==> config.mk <==
export PLATFORM = sky130hd
export DESIGN_NAME = morse_code_keyer_top
export DESIGN_NICKNAME = d
export VERILOG_FILES = /design/src/design/mck_pkg.sv /design/src/design/mck_front.sv /design/src/design/mck_back.sv /design/src/design/morse_code_keyer_top.sv
export SDC_FILE = /design/constraint.sdc
export NUM_CORES = 1
export LEC_CHECK = 0
export BUFFER_PORTS_ARGS = -buffer_cell sky130_fd_sc_hd__buf_2
export CAP_MARGIN = 10
export CORE_MARGIN = 5
export CORE_UTILIZATION = 35
export CTS_BUF_LIST = sky130_fd_sc_hd__clkbuf_4 sky130_fd_sc_hd__clkbuf_8
export DETAILED_ROUTE_END_ITERATION = 6
export SLEW_MARGIN = 20
export SYNTH_ARGS = -nofsm -noshare
export SYNTH_HDL_FRONTEND = slang
export SYNTH_SLANG_ARGS = --single-unit
==> constraint.sdc <==
create_clock -name clk_i -period 3.51 [get_ports clk_i]
set_input_delay 0.5265 -clock clk_i [delete_from_list [all_inputs] [get_ports clk_i]]
set_output_delay 0.5265 -clock clk_i [all_outputs]
set_load 0.005 [all_outputs]
==> src/design/mck_pkg.sv <==
// Shared types, constants and the Morse table for the Morse code keyer.
`timescale 1ns / 1ps
`default_nettype none
package mck_pkg;

  localparam int NumSymbols = 36;
  localparam int QDepth     = 2;
  localparam int QAw        = $clog2(QDepth);

  // Register indexes on the configuration port.
  localparam logic [2:0] RegDot       = 3'd0;
  localparam logic [2:0] RegDash      = 3'd1;
  localparam logic [2:0] RegSymbolGap = 3'd2;
  localparam logic [2:0] RegLetterGap = 3'd3;
  localparam logic [2:0] RegWordGap   = 3'd4;

  localparam logic [7:0] ChSpace = 8'h20;
  localparam logic [7:0] ChUpA   = 8'h41;
  localparam logic [7:0] ChUpZ   = 8'h5A;
  localparam logic [7:0] Ch0     = 8'h30;
  localparam logic [7:0] Ch9     = 8'h39;

  // Symbol count per entry: A-Z, then 0-9.
  localparam logic [2:0] SymCount [NumSymbols] = '{
    3'd2, 3'd4, 3'd4, 3'd3, 3'd1, 3'd4, 3'd3, 3'd4, 3'd2, 3'd4, 3'd3, 3'd4, 3'd2,
    3'd2, 3'd3, 3'd4, 3'd4, 3'd3, 3'd3, 3'd1, 3'd3, 3'd4, 3'd3, 3'd4, 3'd4, 3'd4,
    3'd5, 3'd5, 3'd5, 3'd5, 3'd5, 3'd5, 3'd5, 3'd5, 3'd5, 3'd5
  };

  // Symbol patterns, first symbol in the highest used bit, 1 is a dash.
  localparam logic [4:0] SymBits [NumSymbols] = '{
    5'd1, 5'd8, 5'd10, 5'd4, 5'd0, 5'd2, 5'd6, 5'd0, 5'd0, 5'd7, 5'd5, 5'd4, 5'd3,
    5'd2, 5'd7, 5'd6, 5'd13, 5'd2, 5'd0, 5'd1, 5'd1, 5'd1, 5'd3, 5'd9, 5'd11, 5'd12,
    5'd31, 5'd15, 5'd7, 5'd3, 5'd1, 5'd0, 5'd16, 5'd24, 5'd28, 5'd30
  };

  typedef enum logic [1:0] {
    JOB_BAD,
    JOB_SPACE,
    JOB_CHAR
  } job_kind_e;

  typedef struct packed {
    job_kind_e  kind;
    logic [2:0] count;
    logic [4:0] bits;
  } job_t;

  typedef struct packed {
    logic [15:0] dot_time;
    logic [15:0] dash_time;
    logic [15:0] symbol_gap_time;
    logic [15:0] letter_gap_time;
    logic [15:0] word_gap_time;
  } cfg_t;

  function automatic job_t classify(input logic [7:0] ch);
    job_t       job;
    logic [5:0] entry;
    job   = '{kind: JOB_BAD, count: 3'd0, bits: 5'd0};
    entry = 6'd0;
    if (ch == ChSpace) begin
      job.kind = JOB_SPACE;
    end else if (ch >= ChUpA && ch <= ChUpZ) begin
      entry    = 6'(ch - ChUpA);
      job.kind = JOB_CHAR;
    end else if (ch >= Ch0 && ch <= Ch9) begin
      entry    = 6'(ch - Ch0) + 6'd26;
      job.kind = JOB_CHAR;
    end
    if (job.kind == JOB_CHAR) begin
      job.count = SymCount[entry];
      job.bits  = SymBits[entry];
    end
    return job;
  endfunction

endpackage
`default_nettype wire

==> src/design/mck_front.sv <==
// Front end: classifies each accepted character and queues the job for the back end.
`timescale 1ns / 1ps
`default_nettype none
module mck_front (
  input  wire logic          clk_i,
  input  wire logic          rst_ni,
  input  wire logic          push_i,
  input  wire logic [7:0]    character_i,
  output logic               full_o,
  output logic               job_valid_o,
  output mck_pkg::job_t      job_o,
  input  wire logic          pop_i
);

  mck_pkg::job_t                 queue_q [mck_pkg::QDepth];
  logic [mck_pkg::QAw-1:0]       wr_ptr_q, rd_ptr_q;
  logic [mck_pkg::QAw:0]         count_q;

  assign full_o      = (count_q == (mck_pkg::QAw+1)'(mck_pkg::QDepth));
  assign job_valid_o = (count_q != '0);
  assign job_o       = queue_q[rd_ptr_q];

  always_ff @(posedge clk_i) begin
    if (push_i) begin
      queue_q[wr_ptr_q] <= mck_pkg::classify(character_i);
    end
  end

  always_ff @(posedge clk_i or negedge rst_ni) begin
    if (!rst_ni) begin
      wr_ptr_q <= '0;
      rd_ptr_q <= '0;
      count_q  <= '0;
    end else begin
      if (push_i) begin
        wr_ptr_q <= wr_ptr_q + 1'b1;
      end
      if (pop_i) begin
        rd_ptr_q <= rd_ptr_q + 1'b1;
      end
      if (push_i && !pop_i) begin
        count_q <= count_q + 1'b1;
      end else if (pop_i && !push_i) begin
        count_q <= count_q - 1'b1;
      end
    end
  end

endmodule
`default_nettype wire

==> src/design/mck_back.sv <==
// Back end: sequences the keying segments of one queued job, one segment a cycle.
`timescale 1ns / 1ps
`default_nettype none
module mck_back (
  input  wire logic          clk_i,
  input  wire logic          rst_ni,
  input  wire mck_pkg::cfg_t cfg_i,
  input  wire logic          job_valid_i,
  input  wire mck_pkg::job_t job_i,
  output logic               pop_o,
  output logic               seg_valid_o,
  output logic               led_on_o,
  output logic [15:0]        duration_o,
  output logic               bad_character_o,
  output logic               last_o
);

  typedef enum logic [1:0] {
    S_IDLE,
    S_ON,
    S_GAP,
    S_END
  } state_e;

  state_e      state_q;
  logic [2:0]  idx_q;
  logic [4:0]  bits_q;
  logic        valid_q, led_q, bad_q, last_q;
  logic [15:0] dur_q;

  assign pop_o           = (state_q == S_IDLE) && job_valid_i;
  assign seg_valid_o     = valid_q;
  assign led_on_o        = led_q;
  assign duration_o      = dur_q;
  assign bad_character_o = bad_q;
  assign last_o          = last_q;

  always_ff @(posedge clk_i or negedge rst_ni) begin
    if (!rst_ni) begin
      state_q <= S_IDLE;
      idx_q   <= '0;
      bits_q  <= '0;
      valid_q <= 1'b0;
      led_q   <= 1'b0;
      bad_q   <= 1'b0;
      last_q  <= 1'b0;
      dur_q   <= '0;
    end else begin
      valid_q <= 1'b0;
      led_q   <= 1'b0;
      bad_q   <= 1'b0;
      last_q  <= 1'b0;
      case (state_q)
        S_IDLE: begin
          if (job_valid_i) begin
            case (job_i.kind)
              mck_pkg::JOB_SPACE: begin
                valid_q <= 1'b1;
                last_q  <= 1'b1;
                dur_q   <= cfg_i.word_gap_time;
              end
              mck_pkg::JOB_CHAR: begin
                bits_q  <= job_i.bits;
                idx_q   <= job_i.count - 3'd1;
                state_q <= S_ON;
              end
              default: begin
                valid_q <= 1'b1;
                bad_q   <= 1'b1;
                last_q  <= 1'b1;
                dur_q   <= '0;
              end
            endcase
          end
        end
        S_ON: begin
          valid_q <= 1'b1;
          led_q   <= 1'b1;
          dur_q   <= bits_q[idx_q] ? cfg_i.dash_time : cfg_i.dot_time;
          state_q <= S_GAP;
        end
        S_GAP: begin
          valid_q <= 1'b1;
          dur_q   <= cfg_i.symbol_gap_time;
          if (idx_q == 3'd0) begin
            state_q <= S_END;
          end else begin
            idx_q   <= idx_q - 3'd1;
            state_q <= S_ON;
          end
        end
        S_END: begin
          valid_q <= 1'b1;
          last_q  <= 1'b1;
          dur_q   <= cfg_i.letter_gap_time;
          state_q <= S_IDLE;
        end
        default: begin
          state_q <= S_IDLE;
        end
      endcase
    end
  end

endmodule
`default_nettype wire

==> src/design/morse_code_keyer_top.sv <==
// Top level of the Morse code keyer: register file, front end, job queue and back end.
// An accepted character is queued, then taken by the idle back end, which registers the
// segment of a space or unknown character, or enters S_ON for a letter or digit, which for
// n symbols gives n lit segments, n symbol gaps and a letter gap; any other item one segment.
// The front end queues up to two items ahead of the back end; busy is high when full.
// Reset clears the queue and the sequencer and loads the default durations.
`timescale 1ns / 1ps
`default_nettype none
module morse_code_keyer_top (
  input  wire logic        clk_i,
  input  wire logic        rst_ni,
  input  wire logic        start,
  output logic             busy,
  input  wire logic [7:0]  character_i,
  output logic             seg_valid_o,
  output logic             led_on_o,
  output logic [15:0]      duration_o,
  output logic             bad_character_o,
  output logic             last_o,
  input  wire logic        psel,
  input  wire logic        penable,
  input  wire logic        pwrite,
  input  wire logic [4:0]  paddr,
  input  wire logic [31:0] pwdata,
  output logic [31:0]      prdata,
  output logic             pready
);

  mck_pkg::cfg_t cfg_q;
  mck_pkg::job_t job;
  logic          full, job_valid, pop, push;
  logic [2:0]    reg_idx;
  logic          cfg_wr;

  assign pready  = 1'b1;
  assign reg_idx = paddr[4:2];
  assign cfg_wr  = psel && penable && pwrite && pready;
  assign busy    = full;
  assign push    = start && !full;

  always_ff @(posedge clk_i or negedge rst_ni) begin
    if (!rst_ni) begin
      cfg_q.dot_time        <= 16'd100;
      cfg_q.dash_time       <= 16'd300;
      cfg_q.symbol_gap_time <= 16'd100;
      cfg_q.letter_gap_time <= 16'd300;
      cfg_q.word_gap_time   <= 16'd700;
    end else if (cfg_wr) begin
      case (reg_idx)
        mck_pkg::RegDot:       cfg_q.dot_time        <= pwdata[15:0];
        mck_pkg::RegDash:      cfg_q.dash_time       <= pwdata[15:0];
        mck_pkg::RegSymbolGap: cfg_q.symbol_gap_time <= pwdata[15:0];
        mck_pkg::RegLetterGap: cfg_q.letter_gap_time <= pwdata[15:0];
        mck_pkg::RegWordGap:   cfg_q.word_gap_time   <= pwdata[15:0];
        default: ;
      endcase
    end
  end

  always_comb begin
    case (reg_idx)
      mck_pkg::RegDot:       prdata = {16'd0, cfg_q.dot_time};
      mck_pkg::RegDash:      prdata = {16'd0, cfg_q.dash_time};
      mck_pkg::RegSymbolGap: prdata = {16'd0, cfg_q.symbol_gap_time};
      mck_pkg::RegLetterGap: prdata = {16'd0, cfg_q.letter_gap_time};
      mck_pkg::RegWordGap:   prdata = {16'd0, cfg_q.word_gap_time};
      default:               prdata = 32'd0;
    endcase
  end

  mck_front u_front (
    .clk_i       (clk_i),
    .rst_ni      (rst_ni),
    .push_i      (push),
    .character_i (character_i),
    .full_o      (full),
    .job_valid_o (job_valid),
    .job_o       (job),
    .pop_i       (pop)
  );

  mck_back u_back (
    .clk_i           (clk_i),
    .rst_ni          (rst_ni),
    .cfg_i           (cfg_q),
    .job_valid_i     (job_valid),
    .job_i           (job),
    .pop_o           (pop),
    .seg_valid_o     (seg_valid_o),
    .led_on_o        (led_on_o),
    .duration_o      (duration_o),
    .bad_character_o (bad_character_o),
    .last_o          (last_o)
  );

endmodule
`default_nettype wire

==> run metrics <==
Tcrit/Tclk final=between 80% and 90%; Max IR drop VDD=0.000272 V; P_leak=about 3.8 nW; Setup TNS=0 ns; CP endpoint kind=register; Die H=157 um; r2r startpoint=u_back.idx_q[0]$_DFFE_PN0P_; buffers added on ports=69; # IOs=105; grt total ovfl=0; pin count of the biggest net entering global routing=69; Cell variety after synth=67; flops & latches, synth=between 100 and 150; post-layout minimum cycle time=2.93 ns; critical path cell sequence=buf_2 > inv_1 > ha_1 > nor2b_1 > o21ai_2 > nor2_8 > mux2i_1 > and2_1 > inv_1 > ha_1 > mux2_2 > nand3_1 > a21o_1 > a21boi_0; commonest non-fill, non-tap cell in the layout=mux2_2; initial antenna violation count=1; Required @ worst endpoint=approximately 3.8 ns; register area=3480 um^2; Syn-to-layout area delta=14.8%; Starting Density=35.7%; Relative slew margins=39.4%; WL final=18,100 um; Die ar.=24,600 um^2; Final Wtd Congestion=0.805; CP bufs+invs=3; Critical R2R Capture=u_back.duration_o[6]$_DFFE_PN0P_; drt wl/cell=17.4 um; slowest library cell on the worst path=ha_1; worst min path class=input port to async pin; multi-input logic area=between 3000 and 4000 um^2; Post-DP HPWL=12,600 um; CTS Buf Count=17; # Post-CTS Setup Buffers=0; P per Cell Area=about 660 nW/um^2; CP Data Arrival Time=3.18 ns; dpl cells=1,010; Synth Cell Area=7550 um^2; Std-Cell Rows=53; outcome=finished, final reports clean; Non-Filler Instances=1,042; DR vias=5,594; synth top area cells=dfrtp_1, mux2_2, edfxtp_1; Yosys warning count=0; ys async rst share=85.1%; most frequent cells in the layout=mux2_2, dfrtp_1, buf_2; Place WS=0.155 ns; register area share after synthesis=46.1%; n_diodes=0; 1st-iter DRT viols=between 300 and 400; skew final=0.0151 ns; post-cts hold buffer count=0; Setup Viol. Count Final=0; Clock Tree Buf Depth=2; global-route usage over all layers=between 10% and 20%; Fillers=2,041; cell taking the most area after synthesis=dfrtp_1; Die Width=157 um; share of cells above drive strength 1=between 30% and 40%; vias in the first global route=about 5,500; Avg Synthesized Cell Area=11.2 um^2; core area=roughly 21,000 um^2; Worst path max stage delay=0.38 ns; Crit path max-delay family=compound AO/OA/AOI/OAI gates; Post-synth EDFFs=20; CTS sink cnt=~130; DRC Markers=0; via density per instance=5.37; top_reg_cell synth=dfrtp_1; Yosys top cell area share=just over 30%; crit path from=character_i[2]; flop2flop setup slack=0.85 ns; CP max FO=9; Worst-Margin Slew=0.909 ns; ANT nets after route=0; Max Slew Vio Count=0; Final Hold Violating Endpoints=0; CTS tree=done; worst skew pair latency=0.44 ns; H-Tree Level Count=4; Cells after Synth=677; CP Launch Type=input port; Final Worst Setup Slack=approximately 0.6 ns; fmax=about 340 MHz; crit path kind=input port to register; RSZ-0062 raised after global routing=no; max cap viols=0; clock-pin transition on the worst setup and hold timing paths=0.09 ns; DRT Pass-1 Iters=6; Power, Total=5.72 mW; Post-CTS Resized=0; depth of the most critical reg-to-reg path=8; Nets=829; Root Buffer=clkbuf_8; first-pass GRT wire length=29,400 um
[synth_stat cells (3+ instances only)]
| cell | instances |
|---|---|
| mux2_2 | 111 |
| dfrtp_1 | 94 |
| nor2_1 | 65 |
| clkbuf_1 | 34 |
| a21oi_1 | 32 |
| a22oi_1 | 30 |
| o21ai_0 | 27 |
| inv_1 | 25 |
| ha_1 | 24 |
| dfstp_2 | 20 |
| edfxtp_1 | 20 |
| a31oi_1 | 19 |
| buf_4 | 18 |
| o22ai_1 | 17 |
| a222oi_1 | 16 |
| nand2_1 | 16 |
| mux2i_1 | 11 |
| nand3_1 | 9 |
| xnor2_1 | 7 |
| buf_6 | 4 |
| nand2b_1 | 4 |
| nor2b_1 | 4 |
| o21ai_1 | 4 |
| a21boi_0 | 3 |
| buf_2 | 3 |
| mux2_1 | 3 |
| nor3_1 | 3 |
| o221ai_1 | 3 |
| xor2_1 | 3 |
[per-layer routing]
metal / share of wire [%] / vias up / GRT usage [%]
met4: 2.1 / 2 / 5.58
met2: 47 / 167 / 24.0
li1: - / 2622 / -
met3: 6.0 / 26 / 2.60
met1: 45 / 2777 / 20.3
met5: 0.072 / - / 0
[cell families after synthesis]
family | count (synthesis) | share of synthesized area (%)
multiplexers | 129 | 19.7
other | 2 | 0.0995
adder cells (fa/ha/maj) | 24 | 3.98
flip-flops | 134 | 46.1
AO/OA/AOI/OAI | 172 | 15.5
AND/OR/NAND/NOR | 120 | 7.79
buffers and inverters | 85 | 5.57
XOR/XNOR | 11 | 1.38
[area by class of cell]
| class | count | area share, % |
|---|---|---|
| repair buffers | 103 | 6.96 |
| multi-input cells | 473 | 43.0 |
| inverters | 25 | 1.08 |
| well taps | 275 | 3.97 |
| flip-flops and latches | 134 | 40.1 |
| clock buffers | 18 | 2.79 |
| clock inverters | 14 | 2.02 |
[worst max path at each step]
stage               depth (start not counted)                              end
finish                                     14  u_front.queue_q[0][0]$_DFFE_PP_
CTS                                        14  u_front.queue_q[0][0]$_DFFE_PP_
floorplan                                  14  u_front.queue_q[0][0]$_DFFE_PP_
global placement                           15  u_front.queue_q[1][0]$_DFFE_PP_
detailed placement                         14  u_front.queue_q[0][0]$_DFFE_PP_
global route                               15  u_front.queue_q[0][0]$_DFFE_PP_
[stage by stage]
stage                     cell area, um^2  hold WS (ns)  util (%)
after detailed placement             8250         0.466      39.0
final                                8670         0.187      41.0
after floorplan                      7610         0.231         -
after global routing                 8670         0.242      41.0
after CTS                            8670         0.217      41.0
after global placement               8250         0.460      39.0
[worst reg2reg max path: stages, from the launching register on]
cell and delay, ns:
dfrtp_1 0.40, mux4_2 0.54, mux2i_4 0.14, buf_4 0.31, mux2_2 0.38, a222oi_1 0.28, nor2_1 0.09, a31oi_1 0.28
a21oi_1 0.11
[sequential cells by signal, indices dropped and copies added (netlist names)]
| name | cells |
|---|---|
| u_back.bad_character_o | 1 |
| u_back.seg_valid_o | 1 |
| u_back.bits_q | 5 |
| u_back.led_on_o | 1 |
| u_back.idx_q | 3 |
| u_front.count_q | 2 |
| u_front.wr_ptr_q | 1 |
| u_back.last_o | 1 |
| u_back.state_q | 2 |
| u_back.duration_o | 16 |
| cfg_q | 80 |
| u_front.queue_q | 20 |
| u_front.rd_ptr_q | 1 |
[report_power, final]
group | internal [mW] | switching, mW | leakage, nW
Combinational | 0.932 | 1.16 | 2.03
Sequential | 2.03 | 0.256 | 1.60
Clock | 0.720 | 0.626 | 0.204
Total | 3.68 | 2.05 | 3.84
Power figures use the tool's default switching activity.
